$ cat config.mk
export PLATFORM = sky130hd
export DESIGN_NAME = gcbi_ctrl
export DESIGN_NICKNAME = d
export VERILOG_FILES = /design/src/sv/gcbi_pkg.sv /design/src/sv/gcbi_ctrl.sv
export SDC_FILE = /design/constraint.sdc
export NUM_CORES = 1
export LEC_CHECK = 0
export ABC_AREA = 1
export BUFFER_PORTS_ARGS = -buffer_cell sky130_fd_sc_hd__clkbuf_2
export CAP_MARGIN = 20
export CELL_PAD_IN_SITES_DETAIL_PLACEMENT = 1
export CELL_PAD_IN_SITES_GLOBAL_PLACEMENT = 2
export CORE_MARGIN = 2
export CORE_UTILIZATION = 29
export DETAILED_ROUTE_END_ITERATION = 8
export MAX_ROUTING_LAYER = met4
export PLACE_DENSITY_LB_ADDON = 0.2
export SYNTH_ARGS = -nofsm -noshare
export SYNTH_HDL_FRONTEND = slang
export SYNTH_SLANG_ARGS = --single-unit
$ cat constraint.sdc
create_clock -name clock -period 4.1 [get_ports clock]
set_clock_uncertainty 0.1 [all_clocks]
set_input_delay 0.82 -clock clock [delete_from_list [all_inputs] [get_ports clock]]
set_output_delay 0.82 -clock clock [all_outputs]
set_load 0.02 [all_outputs]
$ cat src/sv/gcbi_pkg.sv
`default_nettype none
package gcbi_pkg;

   localparam int MAX_GRID_POINTS = 1024;
   localparam int NUM_BANDS       = 6;
   localparam int NUM_KINDS       = 6;
   localparam int PER_POINT       = NUM_BANDS * NUM_KINDS;
   localparam int COEF_DEPTH      = MAX_GRID_POINTS * PER_POINT;
   localparam int GRID_AW         = $clog2(MAX_GRID_POINTS);
   localparam int COEF_AW         = $clog2(COEF_DEPTH);
   localparam int ENTRY_W         = $clog2(PER_POINT);

   typedef struct packed {
      logic        mode;
      logic [9:0]  grid_index;
      logic [2:0]  band;
      logic [2:0]  kind;
      logic [31:0] coef_value;
      logic        point_valid;
      logic [15:0] pixel_line;
      logic [15:0] pixel_sample;
   } req_type;

   typedef struct packed {
      logic [2:0]  out_band;
      logic [2:0]  out_kind;
      logic [31:0] interp_value;
      logic [2:0]  valid_corners;
      logic        last;
   } rsp_type;

   typedef struct packed {
      logic [10:0] grid_lines;
      logic [10:0] grid_samples;
      logic [11:0] region_lines;
      logic [11:0] region_samples;
   } cfg_type;

   typedef struct packed {
      logic               clear;
      logic [GRID_AW-1:0] clr_addr;
      logic               capture;
      logic               load;
      logic               div_step;
      logic               locate;
      logic               wgt;
      logic               wgt2;
      logic               flag_rd;
      logic               flag_col;
      logic [1:0]         corner;
      logic               acc_clr;
      logic               acc_rd;
      logic [ENTRY_W-1:0] entry;
      logic               fin;
      logic               prep;
      logic               qdiv_step;
      logic               qend;
      logic               emit;
      logic [2:0]         band;
      logic [2:0]         kind;
      logic               last;
   } dp_cmd_type;

   typedef struct packed {
      logic out_free;
      logic need_div;
   } dp_status_type;

endpackage
`default_nettype wire

$ cat src/sv/gcbi_ctrl.sv
`default_nettype none
module gcbi_ctrl (
   input  wire                     clock,
   input  wire                     reset,
   input  wire                     req_valid,
   input  wire                     req_mode,
   output logic                    req_ready,
   input  gcbi_pkg::dp_status_type status,
   output gcbi_pkg::dp_cmd_type    cmd
);
   import gcbi_pkg::*;

   typedef enum logic [3:0] {
      S_CLEAR, S_IDLE, S_DIV, S_CELL, S_WGT, S_WGT2, S_FRD, S_FCOL,
      S_ACC, S_DRN, S_FIN, S_PREP, S_QDIV, S_QEND, S_EMIT
   } state_type;

   state_type          state_ff, state_in;
   logic [GRID_AW-1:0] clr_ff, clr_in;
   logic [4:0]         cnt_ff, cnt_in;
   logic [ENTRY_W-1:0] e_ff, e_in;
   logic [2:0]         band_ff, band_in, kind_ff, kind_in;
   logic               last_entry;

   assign last_entry = (e_ff == ENTRY_W'(PER_POINT - 1));
   assign req_ready  = (state_ff == S_IDLE);

   always_comb begin
      state_in = state_ff;
      clr_in   = clr_ff;
      cnt_in   = cnt_ff;
      e_in     = e_ff;
      band_in  = band_ff;
      kind_in  = kind_ff;
      cmd          = '0;
      cmd.clr_addr = clr_ff;
      cmd.corner   = cnt_ff[1:0];
      cmd.entry    = e_ff;
      cmd.band     = band_ff;
      cmd.kind     = kind_ff;
      cmd.last     = last_entry;
      unique case (state_ff)
         S_CLEAR: begin
            cmd.clear = 1'b1;
            clr_in    = clr_ff + 1'b1;
            if (clr_ff == GRID_AW'(MAX_GRID_POINTS - 1)) state_in = S_IDLE;
         end
         S_IDLE: begin
            if (req_valid) begin
               if (req_mode) begin
                  cmd.capture = 1'b1;
                  cnt_in      = '0;
                  state_in    = S_DIV;
               end else begin
                  cmd.load = 1'b1;
               end
            end
         end
         S_DIV: begin
            cmd.div_step = 1'b1;
            cnt_in       = cnt_ff + 1'b1;
            if (cnt_ff == 5'd31) state_in = S_CELL;
         end
         S_CELL: begin
            cmd.locate = 1'b1;
            state_in   = S_WGT;
         end
         S_WGT: begin
            cmd.wgt  = 1'b1;
            state_in = S_WGT2;
         end
         S_WGT2: begin
            cmd.wgt2 = 1'b1;
            cnt_in   = '0;
            state_in = S_FRD;
         end
         S_FRD: begin
            cmd.flag_rd = 1'b1;
            state_in    = S_FCOL;
         end
         S_FCOL: begin
            cmd.flag_col = 1'b1;
            if (cnt_ff[1:0] == 2'd3) begin
               cnt_in   = '0;
               e_in     = '0;
               band_in  = '0;
               kind_in  = '0;
               state_in = S_ACC;
            end else begin
               cnt_in   = cnt_ff + 1'b1;
               state_in = S_FRD;
            end
         end
         S_ACC: begin
            cmd.acc_rd  = 1'b1;
            cmd.acc_clr = (cnt_ff == 5'd0);
            if (cnt_ff[1:0] == 2'd3) begin
               cnt_in   = '0;
               state_in = S_DRN;
            end else begin
               cnt_in = cnt_ff + 1'b1;
            end
         end
         S_DRN: begin
            cnt_in = cnt_ff + 1'b1;
            if (cnt_ff == 5'd1) state_in = S_FIN;
         end
         S_FIN: begin
            cmd.fin  = 1'b1;
            state_in = S_PREP;
         end
         S_PREP: begin
            cmd.prep = 1'b1;
            cnt_in   = '0;
            state_in = status.need_div ? S_QDIV : S_EMIT;
         end
         S_QDIV: begin
            cmd.qdiv_step = 1'b1;
            cnt_in        = cnt_ff + 1'b1;
            if (cnt_ff == 5'd31) state_in = S_QEND;
         end
         S_QEND: begin
            cmd.qend = 1'b1;
            state_in = S_EMIT;
         end
         S_EMIT: begin
            if (status.out_free) begin
               cmd.emit = 1'b1;
               cnt_in   = '0;
               if (last_entry) begin
                  state_in = S_IDLE;
               end else begin
                  e_in     = e_ff + 1'b1;
                  state_in = S_ACC;
                  if (kind_ff == 3'(NUM_KINDS - 1)) begin
                     kind_in = '0;
                     band_in = band_ff + 1'b1;
                  end else begin
                     kind_in = kind_ff + 1'b1;
                  end
               end
            end
         end
         default: state_in = S_IDLE;
      endcase
   end

   always_ff @(posedge clock) begin
      if (reset) begin
         state_ff <= S_CLEAR;
         clr_ff   <= '0;
         cnt_ff   <= '0;
         e_ff     <= '0;
         band_ff  <= '0;
         kind_ff  <= '0;
      end else begin
         state_ff <= state_in;
         clr_ff   <= clr_in;
         cnt_ff   <= cnt_in;
         e_ff     <= e_in;
         band_ff  <= band_in;
         kind_ff  <= kind_in;
      end
   end

endmodule
`default_nettype wire

Yosys cells after proc, flatten, opt, wreduce, memory -nomap -nowiden
Cells that the tools add are included.
- bits in latches: 0
- bits of input ports: 6
- memories kept: 0
- output and inout bits: 42
- memory bits (read-only): 0
- memory bits (writable): 0
- logic and storage cells: 101
- register bits after elaboration: 31
- bitwise operators: 0
- equal/unequal tests: 31
- $lt $le $gt $ge: 0
- shifts and indexed selects: 0
- multiplexer cells: 48
- $add $sub $neg: 5
- divide/modulo/power cells: 0
- $mul: 0
- reductions and logical operators: 11
- operator list (operator ; count):
    one-hot mux 4 bit (15 select lines) ; 1
    two-way mux 4 bit ; 10
    == test 4 bit, second input constant ; 7
    one-hot mux 5 bit (5 select lines) ; 1
    inequality test 2 bit, second input constant ; 11
    two-way mux 3 bit ; 7
    two-way mux 5 bit ; 4
    two-way mux 6 bit ; 3
    == test 4 x 3 -> 1 bit, second input constant ; 4
    two-way mux 1 bit ; 15
    one-hot mux 3 bit (2 select lines) ; 2
    one-hot mux 6 bit (2 select lines) ; 1
    adder 10 x 1 -> 10 bit, second input constant ; 1
    == test 10 bit, second input constant ; 1
    == test 4 x 2 -> 1 bit, second input constant ; 2
    two-way mux 2 bit ; 4
    AND reduction 4 bit ; 2
    AND reduction 8 bit ; 1
    adder 3 x 1 -> 3 bit, second input constant ; 2
    adder 6 x 1 -> 6 bit, second input constant ; 1
    == test 6 bit, second input constant ; 1
    adder 5 x 1 -> 5 bit, second input constant ; 1
    == test 5 x 1 -> 1 bit, second input constant ; 1
    == test 5 bit, second input constant ; 1
    other kinds (10) ; 11

Logic depth before layout (Yosys ltp)
Gate-level depths: netlist of the first run.
- depth after elaboration: 5
- depth in mapped cells: 11
- gate-level depth less buffers: 11

Worst setup path before layout of the first run
No wires, ideal clock.
- path type: input to output
- from: input req_valid
- to: output cmd[29] (netlist bit)
- data arrival time: 1.380 ns
- slack: 1.800 ns
- stages: 2
- buffers on the path: 0
- data required time: 3.180 ns
- cell sequence: nand2_1 -> nor3_1
- RTL lines (item ; line ; text):
    start: declaration ; gcbi_ctrl.sv:5 ; input wire req_valid,
    end: declaration ; gcbi_ctrl.sv:9 ; output gcbi_pkg::dp_cmd_type cmd

==> flow_summary.ini, run 1 <==
[finish]
diodes = 0
final_core_util_pct = 36.3
layout_common_cells = nand2_1, nor2_1, clkbuf_2
drive_gt1_share_pct = 17.3
synthToLayoutAreaGrowth_pct = 20.2
layout_commonest_cell = nand2_1
nNetsFinal = 372

[detailed_routing]
ant_nets = 0
vias_per_cell = 4.74
dr.pass1.iters = 4
routed_wl_um = 5570
routedWlPerCell_um = 12.8
drt_iter0_markers = 47
drc = 0
vias = 2065

[power]
p_int_mw = 0.628
clockPowerShare_pct = 23.9
netSwitchingPower_mw = 0.504
pwr-share-seq_pct = 33.5
vdd_ir_drop_max_mv = 0.171
power_density_nw_per_um2 = 488
p_leak_nw = 1.14
fin_total_pwr_mw = 1.13
combPwrFrac_pct = 42.7
switching_share_pct = 44.5

[floorplanning]
fp.dieW_um = 85.5
core_um2 = 6390
io_pins = 48
dieArea_um2 = 7320
initial_utilization_pct = 30.2
rows = 29
fp.dieH_um = 85.5

[synth]
synth_edf_count = 0
yosysSeqAreaShare_pct = 32.2
syn_area_per_cell_um2 = 6.22
ys_async_sr_fraction_pct = 0
synth_warnings = 0
synth_seq_cells = 31
synthCells = 310
syn_area_um2 = 1930
synth_nets = 324
yosys_most_used_dff = dfxtp_1
ys_types = 28

[clock_tree]
holdBufCountCts = 0
cts-root-buf = clkbuf_8
cts_tree = yes
cts_resized = 0
clk_pin_slew_worst_paths_ps = 70
cts_buffers = 5
clock-sinks = 31
cts_setup_buffers = 0
clock_latency_ps = 280
htreeDepth = 2
clockBufferDepth = 2

[timing]
fmax_mhz = 398
rsz0062_at_grt = false
setup_violations = 0
slew_violations = 0
finalHoldViolCount = 0
final.min_clock_period_ps = 2510
slew_headroom_pct = 72.2
fin_crit_sh_pct = 61.3
tns_ps = 0
worstMarginPinSlew_ps = 417

[setup_path]
path_class = register to output pin
crit_arrival_ps = 1590
crit_required_ps = 3180
path_max_fanout = 8
cp-start-kind = register
r2r_slack_ps = 2210
worst_setup_path_end_kind = output pin

[status]
outcome = finished, final reports clean

[global_routing]
grt_overflow = 0
grt_pass1_wl_um = 9200
grt_pass1_vias = 1942
grt_usage_pct = 15.9
antenna_found_initial = 0
grt_max_degree = 16

[flow_run]
maxCapViolCount = 0

[min_path]
hp-class = register to register

[placed_design]
hpwl_um = 4390
gp_congestion = 0.816
portBuffers = 47
[metal layers]
metal	vias to the layer above	track usage [%]	wire, um
li1	1076	-	-
met1	939	21.3	2810
met4	0	4.33	52
met2	43	24.6	2480
met5	-	-	0
met3	7	2.89	233
[power by group through the flow]
stage	registers, mW	logic, mW	clock network, mW
final	0.379	0.483	0.270
after global routing	0.385	0.559	0.295
after detailed placement	0.386	0.492	0
after global placement	0.385	0.488	0
after floorplan	0.384	0.352	0
after CTS	0.379	0.495	0.281
[synth_stat cells (3+ instances only)]
library cell	number	share of area, %
dfxtp_1	31	32
nand2_1	79	15
a21oi_1	24	6.2
nand3_1	21	5.5
nor2_1	64	12
xor2_1	4	1.8
o21ai_0	11	2.9
nor3_1	3	0.78
inv_1	37	7.2
buf_4	3	1.2
ha_1	8	5.2
nand4_1	5	1.6
[sequential cells by signal, summed over array words and instances (netlist names)]
register	count
kind_ff	3
cnt_ff	5
state_ff	4
clr_ff	10
band_ff	3
e_ff	6
[per-stage QoR]
step	setup slack, ps	instances	area [um^2]	hold slack, ps
2_1_floorplan	1800	310	1930	358
3_3_place_gp	1840	428	2220	386
3_5_place_dp	1830	428	2220	386
4_1_cts	1560	436	2320	401
5_1_grt	1450	436	2320	417
6_report	1590	436	2320	396
[worst paths after layout]
path / start / to / depth (start not counted)
setup / recovery: state_ff[3] / cmd[7] / 5
hold / removal: cnt_ff[4] / cnt_ff[4] / 2
setup reg to reg: cnt_ff[0] / state_ff[2] / 11
hold reg to reg: cnt_ff[4] / cnt_ff[4] / 2
[cell type report]
type / count / area (um^2)
Timing Repair Buffer: 47 / 235
Inverter: 39 / 146
Tap cell: 77 / 96.3
Sequential cell: 31 / 621
Clock buffer: 8 / 100
Fill cell: 876 / 4070
Multi-Input combinational cell: 234 / 1120
[worst max-delay path: stages, from the launching register on]
cell and delay, ps:
dfxtp_1 440, nand2_1 170, nor2_4 280, inv_1 140, nor2_1 110, clkbuf_2 170
[kinds of logic after synthesis]
kind of cell,synth area share [%]
compound gates,11.2
fa+ha+maj,5.19
buf+inv,9.73
flops,32.2
simple gates,39.0
xor+xnor,2.73
(Power assumes the default switching activity.)
==> run 2, diff against run 1 <==
--- a/config.mk
+++ b/config.mk
@@ -11,7 +11,7 @@
 export CELL_PAD_IN_SITES_DETAIL_PLACEMENT = 1
 export CELL_PAD_IN_SITES_GLOBAL_PLACEMENT = 2
 export CORE_MARGIN = 2
-export CORE_UTILIZATION = 29
+export CORE_UTILIZATION = 25
 export DETAILED_ROUTE_END_ITERATION = 8
 export MAX_ROUTING_LAYER = met4
 export PLACE_DENSITY_LB_ADDON = 0.2
==> constraint.sdc (replaced) <==
create_clock -name clock -period 2.1 [get_ports clock]
set_clock_uncertainty 0.1 [all_clocks]
set_input_delay 0.42 -clock clock [delete_from_list [all_inputs] [get_ports clock]]
set_output_delay 0.42 -clock clock [all_outputs]
set_load 0.02 [all_outputs]
==> run 2 against run 1 <==
Flip-flop and latch count unchanged. Combinational power rose by 100%. Critical path depth is 1 higher. Critical path type unchanged. Worst setup slack worse by 1500 ps. Sequential power is 92% higher. Register-to-register slack got worse by 2000 ps. Critical endpoint is now cmd[28]. Sequential share of layout area is 0.64 points lower. Power is 92% higher. Wire length increased by 5.2%. Largest cell class unchanged. Die area increased by 15%.
==> flow_summary.ini, run 2 (synthesis results as in run 1) <==
[finish]
synthToLayoutAreaGrowth_pct = 23.4
nNetsFinal = 377
drive_gt1_share_pct = 19.0
diodes = 0
fill_cells = 1042
largestRegisters = clr_ff: 10 flops, e_ff: 6 flops, cnt_ff: 5 flops
layout_common_cells = nand2_1, nor2_1, clkbuf_2
layout_commonest_cell = nand2_1
largest_register = clr_ff
instances_no_fill = 466
largest_register_ffs = 10

[placed_design]
dp_worst_setup_slack_ps = 151
gp_congestion = 0.733
dp_cells = 457
hpwl_um = 4690
portBuffers = 47

[timing]
slew_violations = 0
finalHoldViolCount = 0
rsz0062_at_grt = true
worst_hold_slack_ps = 367
final.min_clock_period_ps = 2000
setup_violations = 0
slew_headroom_pct = 79.3
tns_ps = 0
fmax_mhz = 499
worstMarginPinSlew_ps = 310
fin_crit_sh_pct = 95.4
setup_slack_ps = 96.9

[detailed_routing]
vias = 2090
ant_nets = 0
routed_wl_um = 5860
vias_per_cell = 4.48
drc = 0
dr.pass1.iters = 4
drt_iter0_markers = 54
routedWlPerCell_um = 12.6

[setup_path]
worst_setup_path_end_kind = output pin
r2r_slack_ps = 200
cp-start-kind = register
worstReg2RegEnd = state_ff[3]
path_max_fanout = 6
path_class = register to output pin
worstRegToRegCells = 11
crit_arrival_ps = 1480
crit_required_ps = 1580
timing.rr.start = cnt_ff[1]

[clock_tree]
clock-sinks = 31
cts_buffers = 5
holdBufCountCts = 0
cts-root-buf = clkbuf_8
clock_latency_ps = 290
clk_pin_slew_worst_paths_ps = 70
htreeDepth = 2
clockBufferDepth = 2
cts_tree = yes

[global_routing]
grt_pass1_vias = 2057
grt_pass1_wl_um = 9880
antenna_found_initial = 0
grt_overflow = 0
grt_usage_pct = 15.1
grt_max_degree = 15

[power]
switching_share_pct = 45.8
power_density_nw_per_um2 = 916
netSwitchingPower_mw = 0.997
p_leak_nw = 1.16
pwr-share-seq_pct = 33.4
fin_total_pwr_mw = 2.18
p_int_mw = 1.18
vdd_ir_drop_max_mv = 0.237
combPwrFrac_pct = 45.3
clockPowerShare_pct = 21.3

[floorplanning]
fp.dieH_um = 91.8
io_pins = 48
dieArea_um2 = 8430
core_um2 = 7610
fp.dieW_um = 91.8
initial_utilization_pct = 25.3
rows = 32

[min_path]
holdPathStages = 4
hp-class = primary input to register
hold_end = e_ff[0]
min_from = reset

[flow_run]
maxCapViolCount = 0

[status]
outcome = finished, final reports clean
## run 2: cell types whose count changed in the layout (fill, tap and decap cells not counted), sizes merged
cell	previous run	this run
buf	0	5
clkbuf	55	54
clkinv	0	1
## run 2: power by group through the flow
stage                     sequential (mW)  clock [mW]  combinational (mW)
after floorplan                     0.750           0               0.688
after global routing                0.743       0.518                1.14
after detailed placement            0.741           0               0.992
final                               0.728       0.464               0.987
after global placement              0.736           0               0.991
after CTS                           0.728       0.485               0.996
## run 2: layer usage
layer	GRT usage (%)	up-vias	share of wire [%]
met3	3.45	6	4.1
met2	24.6	33	45
met5	-	-	0
li1	-	1083	-
met1	18.5	968	49
met4	4.85	0	1.3
## run 2: repair_timing
action	CTS	global route
setup endpoints to repair	1	7
pin swaps	1	0
hold endpoints to repair	0	0
setup buffers	1	0
cloned	0	0
resized for setup	0	4
## run 2: cell type report
cell class / count / area [um^2] / share of cell area (%)
inverters: 39 / 146 / 6.15
multi-input cells: 234 / 1130 / 47.5
well taps: 102 / 128 / 5.36
repair buffers: 52 / 273 / 11.5
clock inverters: 1 / 5.00 / 0.210
clock buffers: 7 / 76.3 / 3.21
flip-flops and latches: 31 / 622 / 26.1
## run 2: worst max-delay path by stage
| stage | from | endpoint | slack, ps |
|---|---|---|---|
| after global routing | state_ff[1] | cmd[28] | -50 |
| after global placement | cnt_ff[1] | state_ff[2] | 120 |
| final | state_ff[1] | cmd[28] | 100 |
| after detailed placement | cnt_ff[1] | state_ff[2] | 150 |
| after CTS | state_ff[3] | cmd[19] | 20 |
| after floorplan | state_ff[1] | cmd[28] | 250 |
## run 2: stage by stage
stage	util, %	instance area (um^2)
3_5_place_dp	30.0	2280
6_report	31.3	2380
2_1_floorplan	-	1930
5_1_grt	31.3	2380
3_3_place_gp	30.0	2280
4_1_cts	31.1	2370
## run 2: worst max-delay path: stages, from the launching register on
cell and delay (ps):
dfxtp_1 360, inv_1 160, nand2_1 190, nor2_2 190, nand2_1 60, nor2_1 80
clkbuf_2 170
